## config.mk

```make
export PLATFORM = sky130hd
export DESIGN_NAME = packed_six_bit_string_encoder
export DESIGN_NICKNAME = d
export VERILOG_FILES = /design/src/design/pse_pkg.sv /design/src/design/pse_front.sv /design/src/design/pse_queue.sv /design/src/design/pse_back.sv /design/src/design/packed_six_bit_string_encoder.sv
export VERILOG_INCLUDE_DIRS = /design/src /design/src/design
export SDC_FILE = /design/constraint.sdc
export NUM_CORES = 1
export LEC_CHECK = 0
export ABC_AREA = 1
export ABC_CLOCK_PERIOD_IN_PS = 5100
export BUFFER_PORTS_ARGS = -buffer_cell sky130_fd_sc_hd__buf_2
export CAP_MARGIN = 25
export CELL_PAD_IN_SITES_DETAIL_PLACEMENT = 1
export CELL_PAD_IN_SITES_GLOBAL_PLACEMENT = 1
export CORE_MARGIN = 8
export CORE_UTILIZATION = 56
export DETAILED_ROUTE_END_ITERATION = 12
export GPL_TIMING_DRIVEN = 0
export PLACE_DENSITY_LB_ADDON = 0.1
export SLEW_MARGIN = 30
export SYNTH_ARGS = -nofsm -noshare
export SYNTH_HDL_FRONTEND = slang
export SYNTH_SLANG_ARGS = --single-unit
```

## constraint.sdc

```tcl
create_clock -name clk -period 5.1 [get_ports clk]
set_input_delay 0.51 -clock clk [delete_from_list [all_inputs] [get_ports clk]]
set_output_delay 0.51 -clock clk [all_outputs]
set_load 0.03 [all_outputs]
```

## src/design/packed_six_bit_string_encoder_assert.svh

```systemverilog
// Assertion macros for the packed six-bit string encoder.
`ifndef PACKED_SIX_BIT_STRING_ENCODER_ASSERT_SVH
`define PACKED_SIX_BIT_STRING_ENCODER_ASSERT_SVH

// Same-cycle implication, disabled while in reset
`define PSE_ASSERT_NOW(lbl, clk, rst_n, ante, cons, msg) \
  lbl: assert property (@(posedge clk) disable iff (!rst_n) (ante) |-> (cons)) \
    else $error(msg);

// Next-cycle implication, disabled while in reset
`define PSE_ASSERT_NEXT(lbl, clk, rst_n, ante, cons, msg) \
  lbl: assert property (@(posedge clk) disable iff (!rst_n) (ante) |=> (cons)) \
    else $error(msg);

`endif

```

## src/design/pse_pkg.sv

```systemverilog
// Shared types, constants and the symbol table of the six-bit string encoder.
`timescale 1ns / 1ps
`default_nettype none
package pse_pkg;

  // Default longest string
  localparam int MAX_LEN_DEF = 63;
  // Length field width, covers the whole legal range of the length limit
  localparam int CNT_W = 7;

  // Input operation codes
  localparam logic OP_APPEND = 1'b0;
  localparam logic OP_END    = 1'b1;

  // Header flag of a packed body
  localparam logic HDR_PACKED = 1'b1;
  localparam logic HDR_RAW    = 1'b0;

  // One finished string, handed from front to back
  typedef struct packed {
    logic             bank;
    logic [CNT_W-1:0] cnt;
    logic             enc;
    logic             ovf;
  } job_t;

  // Symbol lookup: bit 6 set when the byte is in the alphabet, bits 5:0 the code
  function automatic logic [6:0] code_of(input logic [7:0] c);
    logic [7:0] d;
    d = 8'h00;
    if (c >= 8'h61 && c <= 8'h7a) begin
      d = c - 8'h61;
    end else if (c >= 8'h30 && c <= 8'h39) begin
      d = c - 8'h11;
    end else if (c >= 8'h41 && c <= 8'h48) begin
      d = c - 8'h18;
    end else if (c >= 8'h4a && c <= 8'h4e) begin
      d = c - 8'h19;
    end else if (c == 8'h50 || c == 8'h51) begin
      d = c - 8'h1a;
    end else if (c >= 8'h53 && c <= 8'h58) begin
      d = c - 8'h1b;
    end else if (c == 8'h5a) begin
      d = 8'd62;
    end else if (c == 8'h23) begin
      d = 8'd26;
    end else if (c == 8'h2f) begin
      d = 8'd27;
    end else if (c == 8'h2d) begin
      d = 8'd28;
    end else if (c == 8'h5f) begin
      d = 8'd29;
    end else if (c == 8'h20) begin
      d = 8'd30;
    end else if (c == 8'h2e) begin
      d = 8'd63;
    end else begin
      d = 8'hff;
    end
    code_of = {(d != 8'hff), d[5:0]};
  endfunction

endpackage
`default_nettype wire

```

## src/design/pse_front.sv

```systemverilog
// Front end: takes append and end transactions, writes the text store, classifies strings.
`timescale 1ns / 1ps
`default_nettype none
module pse_front #(
  parameter int MAX_LEN = pse_pkg::MAX_LEN_DEF,
  parameter int AW      = 6
) (
  input  wire logic              clk,
  input  wire logic              rst_n,
  input  wire logic              in_valid,
  output logic                   in_ready,
  input  wire logic              in_opcode,
  input  wire logic [7:0]        in_char_code,
  input  wire logic              q_full,
  output logic                   q_push,
  output pse_pkg::job_t          q_job,
  output logic                   wr_en,
  output logic [AW:0]            wr_addr,
  output logic [7:0]             wr_data
);

  localparam logic [pse_pkg::CNT_W-1:0] LIMIT = pse_pkg::CNT_W'(MAX_LEN);

  logic                        bank_r, bank_nxt;
  logic [pse_pkg::CNT_W-1:0]   cnt_r, cnt_nxt;
  logic                        enc_r, enc_nxt;
  logic                        ovf_r, ovf_nxt;
  logic                        acc;
  logic [6:0]                  sym;

  assign in_ready = !q_full;
  assign acc      = in_valid && in_ready;
  assign sym      = pse_pkg::code_of(in_char_code);

  // Store write and job hand-off
  assign wr_en   = acc && (in_opcode == pse_pkg::OP_APPEND) && (cnt_r < LIMIT);
  assign wr_addr = {bank_r, cnt_r[AW-1:0]};
  assign wr_data = in_char_code;
  assign q_push  = acc && (in_opcode == pse_pkg::OP_END);
  assign q_job   = '{bank: bank_r, cnt: cnt_r, enc: enc_r, ovf: ovf_r};

  // String bookkeeping
  always_comb begin
    bank_nxt = bank_r;
    cnt_nxt  = cnt_r;
    enc_nxt  = enc_r;
    ovf_nxt  = ovf_r;
    if (acc) begin
      if (in_opcode == pse_pkg::OP_END) begin
        bank_nxt = !bank_r;
        cnt_nxt  = '0;
        enc_nxt  = 1'b1;
        ovf_nxt  = 1'b0;
      end else if (cnt_r >= LIMIT) begin
        ovf_nxt = 1'b1;
      end else begin
        cnt_nxt = cnt_r + 1'b1;
        enc_nxt = enc_r && sym[6];
      end
    end
  end

  always_ff @(posedge clk) begin
    if (!rst_n) begin
      bank_r <= 1'b0;
      cnt_r  <= '0;
      enc_r  <= 1'b1;
      ovf_r  <= 1'b0;
    end else begin
      bank_r <= bank_nxt;
      cnt_r  <= cnt_nxt;
      enc_r  <= enc_nxt;
      ovf_r  <= ovf_nxt;
    end
  end

endmodule
`default_nettype wire

```

## src/design/pse_queue.sv

```systemverilog
// Two-entry job queue between front and back; one entry per text store bank.
`timescale 1ns / 1ps
`default_nettype none
module pse_queue (
  input  wire logic          clk,
  input  wire logic          rst_n,
  input  wire logic          push,
  input  wire pse_pkg::job_t push_job,
  input  wire logic          pop,
  output pse_pkg::job_t      head,
  output logic               empty,
  output logic               full
);

  pse_pkg::job_t slot_r [2];
  logic          wp_r, wp_nxt;
  logic          rp_r, rp_nxt;
  logic [1:0]    cnt_r, cnt_nxt;

  assign head  = slot_r[rp_r];
  assign empty = (cnt_r == 2'd0);
  assign full  = (cnt_r == 2'd2);

  // Pointer and fill update
  always_comb begin
    wp_nxt  = wp_r ^ push;
    rp_nxt  = rp_r ^ pop;
    cnt_nxt = cnt_r;
    if (push && !pop) begin
      cnt_nxt = cnt_r + 2'd1;
    end else if (pop && !push) begin
      cnt_nxt = cnt_r - 2'd1;
    end
  end

  always_ff @(posedge clk) begin
    if (!rst_n) begin
      wp_r  <= 1'b0;
      rp_r  <= 1'b0;
      cnt_r <= 2'd0;
    end else begin
      wp_r  <= wp_nxt;
      rp_r  <= rp_nxt;
      cnt_r <= cnt_nxt;
    end
  end

  // Entry storage
  always_ff @(posedge clk) begin
    if (push) begin
      slot_r[wp_r] <= push_job;
    end
  end

endmodule
`default_nettype wire

```

## src/design/pse_back.sv

```systemverilog
// Back end: text store and the sequencer that emits header, packed or raw body bytes.
`timescale 1ns / 1ps
`default_nettype none
module pse_back #(
  parameter int AW = 6
) (
  input  wire logic              clk,
  input  wire logic              rst_n,
  input  wire logic              wr_en,
  input  wire logic [AW:0]       wr_addr,
  input  wire logic [7:0]        wr_data,
  input  wire pse_pkg::job_t     job,
  input  wire logic              q_empty,
  output logic                   q_pop,
  output logic                   out_valid,
  input  wire logic              out_ready,
  output logic [7:0]             out_byte,
  output logic                   out_last_byte,
  output logic                   out_too_long
);

  localparam logic [2:0] B_IDLE  = 3'd0;
  localparam logic [2:0] B_HDR   = 3'd1;
  localparam logic [2:0] B_RD    = 3'd2;
  localparam logic [2:0] B_CH    = 3'd3;
  localparam logic [2:0] B_FLUSH = 3'd4;

  logic [7:0]    mem [2**(AW+1)];
  logic [7:0]    rd_data_r;
  logic          rd_en;

  logic [2:0]    st_r, st_nxt;
  logic [AW-1:0] idx_r, idx_nxt;
  logic [7:0]    acc_r, acc_nxt;
  logic [2:0]    pos_r, pos_nxt;
  logic          ov_r, ov_nxt;
  logic [7:0]    ob_r, ob_nxt;
  logic          ol_r, ol_nxt;
  logic          ot_r, ot_nxt;

  logic          slot_free;
  logic [6:0]    rd_sym;
  logic [5:0]    code;
  logic [15:0]   merged;
  logic [3:0]    pos_sum;
  logic          last_char;
  logic [2:0]    pk_pos;

  // Text store: one write port from the front, one registered read port
  always_ff @(posedge clk) begin
    if (wr_en) begin
      mem[wr_addr] <= wr_data;
    end
    if (rd_en) begin
      rd_data_r <= mem[{job.bank, idx_r}];
    end
  end

  assign slot_free = !ov_r || out_ready;

  // Packing of one six-bit code at the current bit position
  assign rd_sym    = pse_pkg::code_of(rd_data_r);
  assign code      = rd_sym[5:0];
  assign merged    = {acc_r, 8'h00} | ({code, 10'b0} >> pos_r);
  assign pos_sum   = {1'b0, pos_r} + 4'd6;
  assign pk_pos    = pos_sum[2:0];
  assign last_char = (pse_pkg::CNT_W'(idx_r) == job.cnt - 1'b1);

  // Sequencer
  always_comb begin
    st_nxt  = st_r;
    idx_nxt = idx_r;
    acc_nxt = acc_r;
    pos_nxt = pos_r;
    ov_nxt  = ov_r && !out_ready;
    ob_nxt  = ob_r;
    ol_nxt  = ol_r;
    ot_nxt  = ot_r;
    rd_en   = 1'b0;
    q_pop   = 1'b0;
    case (st_r)
      B_IDLE: begin
        if (!q_empty) begin
          st_nxt = B_HDR;
        end
      end
      B_HDR: begin
        if (slot_free) begin
          ov_nxt  = 1'b1;
          idx_nxt = '0;
          acc_nxt = 8'h00;
          pos_nxt = 3'd0;
          if (job.ovf) begin
            ob_nxt = 8'h00;
            ol_nxt = 1'b1;
            ot_nxt = 1'b1;
            q_pop  = 1'b1;
            st_nxt = B_IDLE;
          end else begin
            ob_nxt = {job.enc ? pse_pkg::HDR_PACKED : pse_pkg::HDR_RAW, job.cnt};
            ot_nxt = 1'b0;
            ol_nxt = (job.cnt == '0);
            if (job.cnt == '0) begin
              q_pop  = 1'b1;
              st_nxt = B_IDLE;
            end else begin
              st_nxt = B_RD;
            end
          end
        end
      end
      B_RD: begin
        rd_en  = 1'b1;
        st_nxt = B_CH;
      end
      B_CH: begin
        if (job.enc) begin
          if (!pos_sum[3] || slot_free) begin
            acc_nxt = pos_sum[3] ? merged[7:0] : merged[15:8];
            pos_nxt = pk_pos;
            if (pos_sum[3]) begin
              ov_nxt = 1'b1;
              ob_nxt = merged[15:8];
              ot_nxt = 1'b0;
              ol_nxt = last_char && (pk_pos == 3'd0);
            end
            idx_nxt = idx_r + 1'b1;
            if (!last_char) begin
              st_nxt = B_RD;
            end else if (pk_pos != 3'd0) begin
              st_nxt = B_FLUSH;
            end else begin
              q_pop  = 1'b1;
              st_nxt = B_IDLE;
            end
          end
        end else if (slot_free) begin
          ov_nxt  = 1'b1;
          ob_nxt  = rd_data_r;
          ot_nxt  = 1'b0;
          ol_nxt  = last_char;
          idx_nxt = idx_r + 1'b1;
          if (last_char) begin
            q_pop  = 1'b1;
            st_nxt = B_IDLE;
          end else begin
            st_nxt = B_RD;
          end
        end
      end
      B_FLUSH: begin
        if (slot_free) begin
          ov_nxt = 1'b1;
          ob_nxt = acc_r;
          ot_nxt = 1'b0;
          ol_nxt = 1'b1;
          q_pop  = 1'b1;
          st_nxt = B_IDLE;
        end
      end
      default: begin
        st_nxt = B_IDLE;
      end
    endcase
  end

  // Control state
  always_ff @(posedge clk) begin
    if (!rst_n) begin
      st_r <= B_IDLE;
      ov_r <= 1'b0;
    end else begin
      st_r <= st_nxt;
      ov_r <= ov_nxt;
    end
  end

  // Packing and output payload
  always_ff @(posedge clk) begin
    idx_r <= idx_nxt;
    acc_r <= acc_nxt;
    pos_r <= pos_nxt;
    ob_r  <= ob_nxt;
    ol_r  <= ol_nxt;
    ot_r  <= ot_nxt;
  end

  assign out_valid     = ov_r;
  assign out_byte      = ob_r;
  assign out_last_byte = ol_r;
  assign out_too_long  = ot_r;

endmodule
`default_nettype wire

```

## src/design/packed_six_bit_string_encoder.sv

```systemverilog
// Top level of the packed six-bit string encoder.
// Usage:
//   Input channel (in_valid/in_ready): in_opcode 0 appends in_char_code to the
//   current string, 1 ends it. Appends are taken one per cycle while in_ready
//   is high; a character beyond MAX_LEN is dropped and the string is marked too long.
//   Result channel (out_valid/out_ready): one byte per transaction. A string
//   gives a header (length, bit 7 set when packed) then its body, or a single
//   zero byte with out_too_long set. out_last_byte marks the final byte.
//   The header is registered in the output once the back end is free and the
//   job is at the queue head. The body drains through the single read port of
//   the text store: each stored character is read in B_RD and then sent or
//   packed in B_CH, and a final padded byte, if any, is sent from B_FLUSH.
//   Two strings can be held at once (two store banks and a two-entry queue);
//   while both are held, in_ready is low.
//   When the receiver stalls, the output register holds its byte and the
//   back end waits; the front keeps loading the next string meanwhile.
//   Reset clears all control state; the text store needs no clearing pass.
`timescale 1ns / 1ps
`default_nettype none
`include "packed_six_bit_string_encoder_assert.svh"
module packed_six_bit_string_encoder #(
  parameter int MAX_LEN = pse_pkg::MAX_LEN_DEF
) (
  input  wire logic       clk,
  input  wire logic       rst_n,
  input  wire logic       in_valid,
  output logic            in_ready,
  input  wire logic       in_opcode,
  input  wire logic [7:0] in_char_code,
  output logic            out_valid,
  input  wire logic       out_ready,
  output logic [7:0]      out_byte,
  output logic            out_last_byte,
  output logic            out_too_long
);

  localparam int AW = (MAX_LEN > 1) ? $clog2(MAX_LEN) : 1;

  logic          q_push;
  logic          q_pop;
  logic          q_empty;
  logic          q_full;
  pse_pkg::job_t q_job;
  pse_pkg::job_t q_head;
  logic          wr_en;
  logic [AW:0]   wr_addr;
  logic [7:0]    wr_data;

  // Front end
  pse_front #(
    .MAX_LEN (MAX_LEN),
    .AW      (AW)
  ) u_front (
    .clk          (clk),
    .rst_n        (rst_n),
    .in_valid     (in_valid),
    .in_ready     (in_ready),
    .in_opcode    (in_opcode),
    .in_char_code (in_char_code),
    .q_full       (q_full),
    .q_push       (q_push),
    .q_job        (q_job),
    .wr_en        (wr_en),
    .wr_addr      (wr_addr),
    .wr_data      (wr_data)
  );

  // Job queue
  pse_queue u_queue (
    .clk      (clk),
    .rst_n    (rst_n),
    .push     (q_push),
    .push_job (q_job),
    .pop      (q_pop),
    .head     (q_head),
    .empty    (q_empty),
    .full     (q_full)
  );

  // Back end
  pse_back #(
    .AW (AW)
  ) u_back (
    .clk           (clk),
    .rst_n         (rst_n),
    .wr_en         (wr_en),
    .wr_addr       (wr_addr),
    .wr_data       (wr_data),
    .job           (q_head),
    .q_empty       (q_empty),
    .q_pop         (q_pop),
    .out_valid     (out_valid),
    .out_ready     (out_ready),
    .out_byte      (out_byte),
    .out_last_byte (out_last_byte),
    .out_too_long  (out_too_long)
  );

  // Checks
  `PSE_ASSERT_NOW(a_err_alone, clk, rst_n, out_valid && out_too_long, out_last_byte && out_byte == 8'h00, "error transaction is not a lone zero final byte")
  `PSE_ASSERT_NOW(a_push_room, clk, rst_n, q_push, !q_full, "job pushed into a full queue")
  `PSE_ASSERT_NOW(a_pop_data, clk, rst_n, q_pop, !q_empty, "job popped from an empty queue")
  `PSE_ASSERT_NEXT(a_push_seen, clk, rst_n, q_push && !q_pop, !q_empty, "pushed job lost from the queue")

endmodule
`default_nettype wire
```

==> results.sh <==
export IMPL_outcome="finished clean"
export IMPL_cts_buffers_inserted=112
export IMPL_route_detailed_drc=0
export IMPL_drt_pass1_iterations=8
export IMPL_post_cts_buffers=0
export IMPL_grt_util_met1_pct=52.58
export IMPL_min_period_ns=4.320
export IMPL_num_io_pins=25
export IMPL_async_flop_share_pct=0
export IMPL_cts_tree="done"
export IMPL_tightest_slew_ns=1.171
export IMPL_r2r_setup_slack_ns=0.78
export IMPL_slowest_stage="nand4_1"
export IMPL_final_seq_area_um2=32750
export IMPL_synth_seq_cells=1097
export IMPL_drt_wl_total_um=190500
export IMPL_p_comb_share_pct=20.7
export IMPL_drtIter0Drc=6426
export IMPL_setup_ws_ns=0.7803
export IMPL_first_global_vias=36190
export IMPL_layout_cells_non_filler=5122
export IMPL_critical_path_class="reg -> reg"
export IMPL_final_hold_viol_count=0
export IMPL_seqPwrFrac_pct=44.0
export IMPL_ys_types=52
export IMPL_synth_area_per_cell_um2=12.13
export IMPL_clk_pin_slew_worst_paths_ns=0.06
export IMPL_grt_pass1_wl_um=263600
export IMPL_crit_chain="inv_1, nor3_1, a21oi_1, nor3b_2, nand4_1, buf_2, nor2_1"
export IMPL_grt_usage_pct=40.93
export IMPL_gr_usage_met3_pct=14.11
export IMPL_hpwlAfterDp_um=126800
export IMPL_swShare_pct=32.57
export IMPL_min_path_type="in -> reg"
export IMPL_core_area_um2=81720
export IMPL_p_leak_nw=16.91
export IMPL_syn_inst=3788
export IMPL_met2_usage_pct=59.83
export IMPL_grt_busiest_layer="met2"
export IMPL_endpoint_kind="flip-flop"
export IMPL_die_h_um=302.4
export IMPL_grt_setup_unrepaired="no"
export IMPL_yosys_area_top_type_share_pct=70.47
export IMPL_synth_flop_cell="edfxtp_1"
export IMPL_synth_area_um2=45930
export IMPL_fin_worst_skew_ns=0.03715
export IMPL_slew_limit_headroom_pct=21.94
export IMPL_min_period_over_period_pct=84.70
export IMPL_portBuffers=24
export IMPL_rows=105
export IMPL_grt_max_degree=103
export IMPL_r2r_start="u_front.cnt_r[0]$_SDFFE_PN0P_"
export IMPL_hp_start="in_valid"
export IMPL_max_freq_ghz=0.2315
export IMPL_holdPathStages=3
export IMPL_die_area_um2=91450
export IMPL_setup_viol=0
export IMPL_die_w_um=302.4
export IMPL_drtAntennaViolNets=0
export IMPL_reg2regPathDepth=7
export IMPL_final_nets=4012
export IMPL_report_final_slew_viol_count=0
export IMPL_start_util_pct=56.21
export IMPL_area_growth_pct=12.58
export IMPL_irDropWorstVdd_mv=0.4138
export IMPL_slowest_delay_ns=0.99
export IMPL_clkPwrFrac_pct=35.3
export IMPL_multi_input_area_um2=12040
export IMPL_pre_cts_ws_ns=0.9046
export IMPL_tns_ns=0
export IMPL_worstHoldEndpoint="u_front.ovf_r$_SDFFE_PN0P_"
export IMPL_htreeDepth=3
export IMPL_via_per_inst=7.066
export IMPL_grt_overflow_total=0
export IMPL_drive_gt1_share_pct=11.24
export IMPL_place_gp_congestion=1.062
export IMPL_seq_area_frac_synth_pct=71.30
export IMPL_antenna_found_initial=12
export IMPL_dp_cells=4915
export IMPL_post_cts_resized=0
export IMPL_num_fill_cells=8072
export IMPL_r2r_end="u_back.mem[45][4]$_DFFE_PP_"
export IMPL_ys_warn_count=0
export IMPL_via_count=36190
export IMPL_clock_latency_ns=0.72
export IMPL_cp_required_ns=5.41
export IMPL_worst_path_max_fanout=10
export IMPL_p_switching_mw=7.456
export IMPL_synth_area_leaders="edfxtp_1 (70%), nor2_1 (6.0%), o21ai_0 (5.9%)"
export IMPL_cts_max_path_buffers=3
export IMPL_clock_sinks=1097
export IMPL_startpoint_type="flip-flop"
export IMPL_hold_slack_ns=0.1021
export IMPL_critical_path_top_delay_family="simple AND/OR/NAND/NOR gates"
export IMPL_root_buffer="clkbuf_16"
export IMPL_arrival_ns=4.63
export IMPL_p_per_area_nw_per_um2=442.6
export IMPL_wl_per_cell_um=37.19
export IMPL_synth_enable_flop_cells=1078
export IMPL_power_mw=22.89
export IMPL_drv_cap=0
export IMPL_critPathBufInv=2
export IMPL_p_int_mw=15.43
export IMPL_synth_top_cell_by_area="edfxtp_1"
export IMPL_cts_hold_buffers=0
==> cell type report <==
| class | instances | share of cell area [%] |
|---|---|---|
| repair buffers | 45 | 1.028 |
| diodes | 3 | 0.01452 |
| clock buffers | 135 | 5.626 |
| plain buffers | 235 | 1.994 |
| flip-flops and latches | 1097 | 63.34 |
| inverters | 135 | 0.9945 |
| multi-input cells | 2336 | 23.27 |
| well taps | 1070 | 2.589 |
| clock inverters | 66 | 1.144 |
==> cells in the mapped netlist (37+ instances only) <==
cell type / count
buf_2: 67
nand3_1: 133
clkbuf_1: 154
inv_1: 116
o21ai_0: 540
nand2_1: 346
o221ai_1: 102
edfxtp_1: 1078
nand4_1: 85
ha_1: 37
nor2_1: 732
o22ai_1: 162
==> cell usage in the layout, fill, tap and decap left out, types with 4 or more instances in the layout <==
| master | n |
|---|---|
| nor2_1 | 619 |
| nor2_4 | 9 |
| inv_2 | 14 |
| buf_16 | 8 |
| nand2_4 | 5 |
| o21ai_0 | 539 |
| nand2_2 | 8 |
| buf_6 | 19 |
| clkinv_4 | 5 |
| o221ai_1 | 102 |
| o211ai_1 | 31 |
| dfxtp_1 | 19 |
| a21oi_1 | 34 |
| nand3_2 | 6 |
| buf_1 | 4 |
| clkbuf_2 | 6 |
| inv_16 | 4 |
| ha_1 | 37 |
| buf_4 | 6 |
| nor2_2 | 111 |
| conb_1 | 16 |
| clkinv_1 | 28 |
| o22ai_1 | 162 |
| inv_1 | 116 |
| clkbuf_8 | 4 |
| bufinv_16 | 7 |
| clkinv_2 | 22 |
| nor3_1 | 15 |
| xnor2_1 | 7 |
| clkbuf_16 | 112 |
| a31oi_1 | 10 |
| clkbuf_1 | 169 |
| edfxtp_1 | 1078 |
| nand2_1 | 346 |
| buf_2 | 85 |
| xor2_1 | 20 |
| o21ai_1 | 10 |
| nand4_1 | 85 |
| o21ai_2 | 5 |
| nand3_1 | 133 |
==> routing by layer <==
metal | part of all wire [%] | routed length (µm) | vias to the layer above
met5 | 0.15 | 281 | -
met4 | 7.3 | 13850 | 16
met3 | 15 | 28200 | 786
met2 | 43 | 81210 | 3209
met1 | 35 | 66970 | 17910
li1 | - | - | 14280
==> power by group through the flow <==
stage / Clock [mW] / Combinational (mW) / Sequential, mW
4_1_cts: 7.97 / 4.42 / 10.1
2_1_floorplan: 0 / 2.14 / 10.3
3_3_place_gp: 0 / 4.15 / 10.3
3_5_place_dp: 0 / 4.37 / 10.3
5_1_grt: 8.27 / 4.76 / 10.1
6_report: 8.08 / 4.73 / 10.1
==> worst min-delay path: stages <==
cell and delay [ns]:
buf_2 0.09, a31oi_1 0.08, nor2_1 0.09
==> registers in the layout (all words and copies together), names as in the netlist, named ones only <==
signal,count
u_back.out_valid,1
u_queue.wp_r,1
u_back.out_last_byte,1
u_back.mem,1024
u_queue.slot_r,20
u_front.ovf_r,1
u_back.pos_r,2
u_queue.cnt_r,2
u_front.cnt_r,7
u_back.out_byte,8
u_back.idx_r,6
u_back.acc_r,8
u_front.enc_r,1
u_back.rd_data_r,8
u_queue.rp_r,1
u_back.st_r,3
u_back.out_too_long,1
u_front.bank_r,1
==> worst max path at each step <==
stage | start | to | slack [ns] | cells past startpoint
5_1_grt | u_front.cnt_r[0]$_SDFFE_PN0P_ | u_back.mem[45][1]$_DFFE_PP_ | 0.79 | 7
2_1_floorplan | u_back.pos_r[1]$_SDFFCE_PN0P_ | u_back.acc_r[0]$_SDFFCE_PP0P_ | 2.02 | 5
3_3_place_gp | in_char_code[1] | u_front.enc_r$_SDFFE_PN1P_ | 0.00009 | 15
4_1_cts | u_front.cnt_r[0]$_SDFFE_PN0P_ | u_back.mem[118][7]$_DFFE_PP_ | 0.88 | 7
6_report | u_front.cnt_r[0]$_SDFFE_PN0P_ | u_back.mem[45][4]$_DFFE_PP_ | 0.78 | 7
3_5_place_dp | u_front.cnt_r[0]$_SDFFE_PN0P_ | u_back.mem[118][5]$_DFFE_PP_ | 0.90 | 7
==> cells by family (layout without fill, tap and decap cells) <==
| group | after synthesis | count (layout) | share of synthesized area, % |
|---|---|---|---|
| flip-flops | 1097 | 1097 | 71.30 |
| other | 1 | 19 | 0.008164 |
| AO/OA/AOI/OAI | 907 | 907 | 11.51 |
| buffers and inverters | 370 | 616 | 3.348 |
| AND/OR/NAND/NOR | 1349 | 1349 | 12.31 |
| XOR/XNOR | 27 | 27 | 0.5148 |
| adder cells (fa/ha/maj) | 37 | 37 | 1.008 |
==> through the flow <==
| stage | util [%] | instance area, µm² |
|---|---|---|
| finish | 63.28 | 51710 |
| global route | 63.27 | 51700 |
| CTS | 63.17 | 51620 |
| detailed placement | 58.89 | 48120 |
| global placement | 58.07 | 47450 |
| floorplan | - | 45990 |
No activity file was read; power rests on OpenSTA's default activity.
